**config.mk**
```make
export PLATFORM = sky130hd
export DESIGN_NAME = rotated_image_source_address
export DESIGN_NICKNAME = d
export VERILOG_FILES = /design/src/hw/rtl/rsa_pkg.sv /design/src/hw/rtl/rsa_rotate.sv /design/src/hw/rtl/rotated_image_source_address.sv
export SDC_FILE = /design/constraint.sdc
export NUM_CORES = 2
export LEC_CHECK = 0
export BUFFER_PORTS_ARGS = -buffer_cell sky130_fd_sc_hd__buf_4
export CAP_MARGIN = 40
export CORE_MARGIN = 3
export CORE_UTILIZATION = 60
export CTS_CLUSTER_DIAMETER = 60
export CTS_CLUSTER_SIZE = 12
export DETAILED_ROUTE_END_ITERATION = 10
export PLACE_DENSITY = 0.77
export SETUP_SLACK_MARGIN = 0.3
export SYNTH_ARGS = -nofsm -noshare
export SYNTH_HDL_FRONTEND = slang
export SYNTH_HIERARCHICAL = 1
export SYNTH_SLANG_ARGS = --single-unit
```
**constraint.sdc**
```tcl
create_clock -name aclk -period 9.9 [get_ports aclk]
set_input_delay 0.99 -clock aclk [delete_from_list [all_inputs] [get_ports aclk]]
set_output_delay 0.99 -clock aclk [all_outputs]
set_load 0.02 [all_outputs]
```
**src/hw/rtl/rsa_pkg.sv**
```systemverilog
// Shared types and constants for the rotated image source address block.
// Holds the register map, the configuration struct and the pipeline enables.
// No dependencies.
`timescale 1ns / 1ps
`default_nettype none

package rsa_pkg;

    // Fixed field widths
    localparam int TGT_W      = 12;   // target_x / target_y
    localparam int SRC_W      = 16;   // source_x / source_y
    localparam int ADDR_W     = 24;   // source_address
    localparam int DX_W       = TGT_W + 3;        // target minus 14 bit pivot
    localparam int ANG_W      = 16;               // cosine / sine word
    localparam int PROD_W     = DX_W + ANG_W;     // dx * cos and friends
    localparam int N_STAGES   = 5;

    // Configuration port
    localparam int REG_INDEX_W = 3;
    localparam int CFG_DATA_W  = 16;

    typedef enum logic [REG_INDEX_W-1:0] {
        REG_IMAGE_WIDTH  = 3'd0,
        REG_IMAGE_HEIGHT = 3'd1,
        REG_PIVOT_X      = 3'd2,
        REG_PIVOT_Y      = 3'd3,
        REG_COS_OFFSET   = 3'd4,
        REG_SIN_OFFSET   = 3'd5
    } reg_index_t;

    typedef struct packed {
        logic        [12:0] image_width;
        logic        [12:0] image_height;
        logic signed [13:0] pivot_x;
        logic signed [13:0] pivot_y;
        logic signed [15:0] cos_offset;
        logic signed [15:0] sin_offset;
    } cfg_t;

    localparam cfg_t CFG_RESET = '{
        image_width:  13'd640,
        image_height: 13'd480,
        pivot_x:      14'sd320,
        pivot_y:      14'sd240,
        cos_offset:   16'sd16384,
        sin_offset:   16'sd0
    };

    // Load enables for the rotation datapath stages
    typedef struct packed {
        logic dxy_en;
        logic prod_en;
        logic sum_en;
    } rot_ctrl_t;

endpackage

`default_nettype wire

```
**src/hw/rtl/rsa_rotate.sv**
```systemverilog
// Rotation datapath: pivot offset, four products and the two fixed point sums.
// Three register stages; loads are driven by the top level's pipeline control.
// Depends on rsa_pkg.
`timescale 1ns / 1ps
`default_nettype none

module rsa_rotate #(
    parameter int ANGLE_FRAC_BITS = 14,
    parameter int SUM_W = 34
) (
    input  wire logic                            aclk,
    input  wire rsa_pkg::rot_ctrl_t              ctrl,
    input  wire rsa_pkg::cfg_t                   cfg,
    input  wire logic [rsa_pkg::TGT_W-1:0]       target_x,
    input  wire logic [rsa_pkg::TGT_W-1:0]       target_y,
    output logic signed [SUM_W-1:0]              sum_x,
    output logic signed [SUM_W-1:0]              sum_y
);
    import rsa_pkg::*;

    logic signed [DX_W-1:0]   dx_reg, dy_reg, dx_next, dy_next;
    logic signed [PROD_W-1:0] dxc_reg, dys_reg, dyc_reg, dxs_reg;
    logic signed [PROD_W-1:0] dxc_next, dys_next, dyc_next, dxs_next;
    logic signed [SUM_W-1:0]  sx_reg, sy_reg, sx_next, sy_next;

    // Stage 1: offset from the pivot
    always_comb begin
        dx_next = $signed({3'b000, target_x}) - DX_W'(cfg.pivot_x);
        dy_next = $signed({3'b000, target_y}) - DX_W'(cfg.pivot_y);
    end

    // Stage 2: products, one multiplier each
    always_comb begin
        dxc_next = PROD_W'(dx_reg * cfg.cos_offset);
        dys_next = PROD_W'(dy_reg * cfg.sin_offset);
        dyc_next = PROD_W'(dy_reg * cfg.cos_offset);
        dxs_next = PROD_W'(dx_reg * cfg.sin_offset);
    end

    // Stage 3: pivot term plus rotated offset, still scaled by 2^F
    always_comb begin
        sx_next = (SUM_W'(cfg.pivot_x) <<< ANGLE_FRAC_BITS)
                + SUM_W'(dxc_reg) + SUM_W'(dys_reg);
        sy_next = (SUM_W'(cfg.pivot_y) <<< ANGLE_FRAC_BITS)
                + SUM_W'(dyc_reg) - SUM_W'(dxs_reg);
    end

    always_ff @(posedge aclk) begin
        if (ctrl.dxy_en) begin
            dx_reg <= dx_next;
            dy_reg <= dy_next;
        end
        if (ctrl.prod_en) begin
            dxc_reg <= dxc_next;
            dys_reg <= dys_next;
            dyc_reg <= dyc_next;
            dxs_reg <= dxs_next;
        end
        if (ctrl.sum_en) begin
            sx_reg <= sx_next;
            sy_reg <= sy_next;
        end
    end

    assign sum_x = sx_reg;
    assign sum_y = sy_reg;

endmodule

`default_nettype wire

```
**src/hw/rtl/rotated_image_source_address.sv**
```systemverilog
// Top level of the rotated image source address generator.
// Holds the configuration registers, pipeline control, truncation, bounds
// check and address stage. Depends on rsa_pkg and rsa_rotate.
//
// Usage:
//   Input beats on s_valid/s_ready carry one target pixel (s_target_x,
//   s_target_y). Each beat yields exactly one output beat on m_valid/m_ready
//   with the rotated source coordinate, an in-bounds flag and the linear
//   source address (zero when out of bounds; show the pixel as zero then).
//   Configuration: pulse cfg_wr_en with cfg_index/cfg_wdata; write only while
//   the pipeline is empty. Unknown indexes are dropped.
//   Pipeline: five register stages (offset, multiply, sum, truncate/bounds,
//   address). A beat accepted on the s_ port is loaded into the offset
//   register and passes through the others in that order to the m_ port.
//   Throughput: one beat per clock while m_ready is high; every stage holds
//   one beat and valid bits travel with the data.
//   Stall: when m_ready is low the stages fill up behind the output register;
//   each stage advances whenever it is empty or the stage after it advances,
//   so bubbles collapse and s_ready drops only when all five stages are full.
//   Reset (aresetn low, synchronous): all valid bits clear, registers return
//   to 640 x 480, pivot (320, 240), cos 1.0, sin 0.
`timescale 1ns / 1ps
`default_nettype none

module rotated_image_source_address #(
    parameter int MAX_DIM         = 4096,
    parameter int ANGLE_FRAC_BITS = 14
) (
    input  wire logic                                aclk,
    input  wire logic                                aresetn,
    // configuration write port
    input  wire logic                                cfg_wr_en,
    input  wire logic [rsa_pkg::REG_INDEX_W-1:0]     cfg_index,
    input  wire logic [rsa_pkg::CFG_DATA_W-1:0]      cfg_wdata,
    // target pixel beats
    input  wire logic                                s_valid,
    output logic                                     s_ready,
    input  wire logic [rsa_pkg::TGT_W-1:0]           s_target_x,
    input  wire logic [rsa_pkg::TGT_W-1:0]           s_target_y,
    // source address beats
    output logic                                     m_valid,
    input  wire logic                                m_ready,
    output logic signed [rsa_pkg::SRC_W-1:0]         m_source_x,
    output logic signed [rsa_pkg::SRC_W-1:0]         m_source_y,
    output logic                                     m_in_bounds,
    output logic [rsa_pkg::ADDR_W-1:0]               m_source_address
);
    import rsa_pkg::*;

    // Sum width: pivot * 2^F or a product, whichever is wider, plus two
    // bits of growth for the three-term sum.
    localparam int TERM_W = (14 + ANGLE_FRAC_BITS > PROD_W) ?
                            14 + ANGLE_FRAC_BITS : PROD_W;
    localparam int SUM_W  = TERM_W + 2;
    localparam int Q_W    = SUM_W - ANGLE_FRAC_BITS;
    localparam int DIM_W  = $clog2(MAX_DIM + 1);
    localparam int CMP_W  = (Q_W > DIM_W + 1) ? Q_W : DIM_W + 1;
    localparam int LIN_W  = 2 * DIM_W + 1;
    localparam logic signed [Q_W-1:0] SAT_HI = Q_W'(32767);
    localparam logic signed [Q_W-1:0] SAT_LO = Q_W'(-32768);

    // ------------------------------------------------------------------
    // Configuration registers
    // ------------------------------------------------------------------
    cfg_t cfg_reg, cfg_next;

    always_comb begin
        cfg_next = cfg_reg;
        if (cfg_wr_en) begin
            case (cfg_index)
                REG_IMAGE_WIDTH:  cfg_next.image_width  = cfg_wdata[12:0];
                REG_IMAGE_HEIGHT: cfg_next.image_height = cfg_wdata[12:0];
                REG_PIVOT_X:      cfg_next.pivot_x      = $signed(cfg_wdata[13:0]);
                REG_PIVOT_Y:      cfg_next.pivot_y      = $signed(cfg_wdata[13:0]);
                REG_COS_OFFSET:   cfg_next.cos_offset   = $signed(cfg_wdata);
                REG_SIN_OFFSET:   cfg_next.sin_offset   = $signed(cfg_wdata);
                default:          cfg_next = cfg_reg;   // drop unknown index
            endcase
        end
    end

    always_ff @(posedge aclk) begin
        if (!aresetn) begin
            cfg_reg <= CFG_RESET;
        end else begin
            cfg_reg <= cfg_next;
        end
    end

    // Effective image size, clamped to MAX_DIM
    logic [DIM_W-1:0] eff_w, eff_h;

    always_comb begin
        if (32'(cfg_reg.image_width) > 32'(MAX_DIM)) begin
            eff_w = DIM_W'(MAX_DIM);
        end else begin
            eff_w = DIM_W'(cfg_reg.image_width);
        end
        if (32'(cfg_reg.image_height) > 32'(MAX_DIM)) begin
            eff_h = DIM_W'(MAX_DIM);
        end else begin
            eff_h = DIM_W'(cfg_reg.image_height);
        end
    end

    // ------------------------------------------------------------------
    // Pipeline control: a stage advances when empty or when the next one
    // advances. Stage N_STAGES-1 is the output register.
    // ------------------------------------------------------------------
    logic [N_STAGES-1:0] valid_reg, valid_next, adv;

    always_comb begin
        adv[N_STAGES-1] = !valid_reg[N_STAGES-1] || m_ready;
        for (int i = N_STAGES - 2; i >= 0; i--) begin
            adv[i] = !valid_reg[i] || adv[i+1];
        end
    end

    always_comb begin
        valid_next = valid_reg;
        if (adv[0]) begin
            valid_next[0] = s_valid;
        end
        for (int i = 1; i < N_STAGES; i++) begin
            if (adv[i]) begin
                valid_next[i] = valid_reg[i-1];
            end
        end
    end

    always_ff @(posedge aclk) begin
        if (!aresetn) begin
            valid_reg <= '0;
        end else begin
            valid_reg <= valid_next;
        end
    end

    assign s_ready = adv[0];
    assign m_valid = valid_reg[N_STAGES-1];

    // ------------------------------------------------------------------
    // Stages 1-3: offset, multiply, sum
    // ------------------------------------------------------------------
    rot_ctrl_t               rot_ctrl;
    logic signed [SUM_W-1:0] sum_x, sum_y;

    assign rot_ctrl.dxy_en  = adv[0];
    assign rot_ctrl.prod_en = adv[1];
    assign rot_ctrl.sum_en  = adv[2];

    rsa_rotate #(
        .ANGLE_FRAC_BITS (ANGLE_FRAC_BITS),
        .SUM_W           (SUM_W)
    ) u_rotate (
        .aclk     (aclk),
        .ctrl     (rot_ctrl),
        .cfg      (cfg_reg),
        .target_x (s_target_x),
        .target_y (s_target_y),
        .sum_x    (sum_x),
        .sum_y    (sum_y)
    );

    // ------------------------------------------------------------------
    // Stage 4: truncate toward zero, saturate, bounds check
    // ------------------------------------------------------------------
    logic signed [Q_W-1:0]   qx, qy;
    logic                    rnd_x, rnd_y;
    logic signed [CMP_W-1:0] qx_ext, qy_ext, w_ext, h_ext;
    logic signed [SRC_W-1:0] sx4_reg, sy4_reg, sx4_next, sy4_next;
    logic [DIM_W-1:0]        ax4_reg, ay4_reg;
    logic                    in4_reg, in4_next;

    always_comb begin
        // arithmetic shift floors; bump negative values with a remainder
        rnd_x = sum_x[SUM_W-1] && (|sum_x[ANGLE_FRAC_BITS-1:0]);
        rnd_y = sum_y[SUM_W-1] && (|sum_y[ANGLE_FRAC_BITS-1:0]);
        qx = Q_W'(sum_x >>> ANGLE_FRAC_BITS) + $signed({{(Q_W-1){1'b0}}, rnd_x});
        qy = Q_W'(sum_y >>> ANGLE_FRAC_BITS) + $signed({{(Q_W-1){1'b0}}, rnd_y});

        qx_ext = CMP_W'(qx);
        qy_ext = CMP_W'(qy);
        w_ext  = $signed(CMP_W'(eff_w));
        h_ext  = $signed(CMP_W'(eff_h));
        in4_next = !qx[Q_W-1] && !qy[Q_W-1] && (qx_ext < w_ext) && (qy_ext < h_ext);

        if (qx > SAT_HI) begin
            sx4_next = SRC_W'(SAT_HI);
        end else if (qx < SAT_LO) begin
            sx4_next = SRC_W'(SAT_LO);
        end else begin
            sx4_next = SRC_W'(qx);
        end
        if (qy > SAT_HI) begin
            sy4_next = SRC_W'(SAT_HI);
        end else if (qy < SAT_LO) begin
            sy4_next = SRC_W'(SAT_LO);
        end else begin
            sy4_next = SRC_W'(qy);
        end
    end

    always_ff @(posedge aclk) begin
        if (adv[3]) begin
            sx4_reg <= sx4_next;
            sy4_reg <= sy4_next;
            in4_reg <= in4_next;
            ax4_reg <= DIM_W'(qx);   // meaningful only when in bounds
            ay4_reg <= DIM_W'(qy);
        end
    end

    // ------------------------------------------------------------------
    // Stage 5: linear address into the output register
    // ------------------------------------------------------------------
    logic [LIN_W-1:0]        lin;
    logic [ADDR_W-1:0]       addr5_reg, addr5_next;
    logic signed [SRC_W-1:0] sx5_reg, sy5_reg;
    logic                    in5_reg;

    always_comb begin
        lin = LIN_W'(ay4_reg) * LIN_W'(eff_w) + LIN_W'(ax4_reg);
        addr5_next = in4_reg ? ADDR_W'(lin) : '0;
    end

    always_ff @(posedge aclk) begin
        if (adv[4]) begin
            sx5_reg   <= sx4_reg;
            sy5_reg   <= sy4_reg;
            in5_reg   <= in4_reg;
            addr5_reg <= addr5_next;
        end
    end

    assign m_source_x       = sx5_reg;
    assign m_source_y       = sy5_reg;
    assign m_in_bounds      = in5_reg;
    assign m_source_address = addr5_reg;

endmodule

`default_nettype wire
```
==> results.ini <==
[clocking]
cts.repair.resized=0
cts_buffers=51
post_cts_buffers=0
cts.clk_slew.worst_paths_ns=0.06
clk_latency_ns=0.63
hold_buffers=0
root_buffer=clkbuf_16
cts_tree=yes
clock_path_buffers=3
htreeDepth=2
clock_sinks=427

[worst_setup_path]
cp_slowest_cell=edfxtp_1
max_stage_delay_ns=0.70
cp.arrival_ns=7.75
crit_family=adder cells
cp_max_fo=17
crit_type=flip-flop to flip-flop
crit_top_cell=fa_1
required_ns=10.26
cp-end-kind=flip-flop
path_cells=buf_4, nand2_1, fa_1, inv_1, fa_1, inv_1, fa_1, inv_1, fa_1, fa_1, inv_1, fa_1, inv_1, ha_1, and3_4, a221oi_2, or3b_1, o211ai_2, a31oi_1, or4b_1, a31o_1, a21oi_2, xnor2_1
worst-path-buf-inv=6
start_kind=flip-flop

[timing]
finalMaxSlewViolations=0
worst_pin_slew_ns=1.044
rsz0062_at_grt=false
layout_min_cycle_time_ns=7.382
fin_crit_sh_pct=74.56
setup_viol=0
fin_hold_ws_ns=0.4104
finalSetupTns_ns=0
slew_headroom_pct=29.54
hold_viol_final=0
max_freq_mhz=135.5
skew_ns=0.04332

[global_route]
grt_pass1_wl_um=249300
gr-usage-all-layers_pct=29.35
gr-total-overflow=0
grt_max_degree=92
grt_pass1_vias=46500
grt_antenna_before_repair=5

[power_and_ir_drop]
leakage_nw=33.65
pwr_density_cell_nw_per_um2=198.1
ir_drop_v=0.0004064

[synth]
synth_edf_count=336
synth_area_leaders=fa_1, edfxtp_1, ha_1
syn-num-nets=8188
async_flop_share_pct=0
yosysTopAreaCell=fa_1
synth.distinct_cells=84
syn_area_per_cell_um2=9.674
synth_top_area_share_pct=35.37
yosysWarningCount=6
postSynthCellCount=6476
ys_seq_area_share_pct=19.01
syn_area_um2=62650
ys.flop_type=edfxtp_1
synth-seq-cells=427

[routing]
route.detailed.drc=0
wirelength_um=154400
route.vias.total=44640
drt_iter0_markers=3182
dr.pass1.iters=6
routedWlPerCell_um=19.57
drtAntennaViolNets=0
via_per_inst=5.659

[placement]
dp_hpwl_um=120300
io_buffers=106
routabilityCongestion=0.9288

[outcome]
outcome=finished, final reports clean

[floorplanning]
ioPinCount=107
die_area_um2=108300
die_x_um=329.1
core_um2=102600
rows=117
die_h_um=329.1
start_util_pct=61.05

[layout]
fin_nets=8189
layout-drive-gt1-share_pct=4.709
areaGrowthSynthToFinish_pct=6.291
largest_reg_flops=86

[hold_path]
min_path_type=flip-flop to flip-flop

[job]
drv_cap=0

-- metrics by stage --
| stage | worst slack [ns] | util, % | instance area, um2 | std cells | power (mW) |
|---|---|---|---|---|---|
| 2_1_floorplan | 3.328 | - | 62650 | 6476 | 8.965 |
| 3_3_place_gp | 2.706 | 63.15 | 64800 | 7779 | 10.94 |
| 3_5_place_dp | 2.619 | 63.31 | 64970 | 7792 | 11.21 |
| 4_1_cts | 2.575 | 64.88 | 66580 | 7887 | 13.15 |
| 5_1_grt | 2.246 | 64.89 | 66590 | 7888 | 14.33 |
| 6_report | 2.518 | 64.89 | 66590 | 7889 | 13.19 |
-- final timing paths --
path | cells past startpoint | slack, ns | from | end
worst max-delay path | 23 | 2.52 | u_rotate/dy_reg[6]$_DFFE_PP_ | u_rotate/dys_reg[30]$_DFFE_PP_
worst min-delay path | 0 | 0.41 | sx4_reg[7]$_SDFFCE_PN1P_ | m_source_x[7]$_DFFE_PP_
worst max register to register | 23 | 2.52 | u_rotate/dy_reg[6]$_DFFE_PP_ | u_rotate/dys_reg[30]$_DFFE_PP_
worst min register to register | 0 | 0.41 | sx4_reg[7]$_SDFFCE_PN1P_ | m_source_x[7]$_DFFE_PP_
-- final cells by class --
type | count | area (um2)
tap | 1368 | 1712
clock buffer | 75 | 1416
multi-input combinational | 4384 | 44500
antenna | 2 | 5.005
timing repair buffer | 192 | 1510
clock inverter | 20 | 197.7
inverter | 1421 | 5334
fill | 8058 | 36030
sequential | 427 | 11910
-- layer usage --
| layer | track usage (%) | wire [um] |
|---|---|---|
| met2 | 47.59 | 72480 |
| met1 | 38.61 | 59590 |
| met3 | 4.453 | 12860 |
| met5 | 0 | 17 |
| met4 | 15.06 | 9420 |
-- cells in the mapped netlist, drive strengths merged, types with 7 or more instances --
cell type / instances
nor3: 42
edfxtp: 336
inv: 1421
ha: 557
xnor2: 189
o211ai: 14
and3: 28
nand3: 59
dfxtp: 91
nand2: 825
or2: 10
a21o: 63
a31o: 9
a31oi: 23
a211oi: 29
fa: 1107
nand2b: 36
nor4: 14
o21bai: 25
nor2: 185
nand4: 16
o21a: 28
or3: 7
xor2: 64
o21ai: 127
a21boi: 82
and4: 9
a21oi: 148
clkbuf: 239
nor2b: 38
and2: 544
a41oi: 8
nand3b: 11
-- layout by cell type, fill, tap and decap left out, types with 11 or more instances in the layout --
cell type  netlist  layout
ha_1           557     557
a21o_1          63      63
buf_4            0     184
xor2_1          64      64
nand3b_1        11      11
nand4_1         16      16
fa_1          1107    1107
a21oi_1        146     146
xnor2_1        188     188
and2_1         544     544
nand2b_1        36      36
nor2_1         185     185
clkbuf_1       239      19
o211ai_1        13      13
nor3_1          40      39
o21a_1          28      28
a31oi_1         23      23
a21boi_0        76      76
o21ai_0        125     125
o21bai_1        25      25
inv_1         1421    1419
dfxtp_1         91      91
nand3_1         59      58
nor2b_1         38      38
and3_1          26      26
nor4_1          14      14
a211oi_1        29      29
edfxtp_1       336     336
clkbuf_16        0      51
nand2_1        825     823
-- report_power, final --
part	internal (mW)	switching, mW
Combinational	3.23	4.83
Sequential	2.77	0.492
Clock	1.03	0.833
Total	7.04	6.16
-- cell families after synthesis --
family          Yosys count  share of synthesized area [%]
xor+xnor                254                          3.585
fa+ha+maj              1664                          46.50
simple gates           1839                          14.27
flops                   427                          19.01
buf+inv                1665                          9.982
mux                       4                        0.06391
compound gates          623                          6.587
Power figures use the tool's default switching activity.
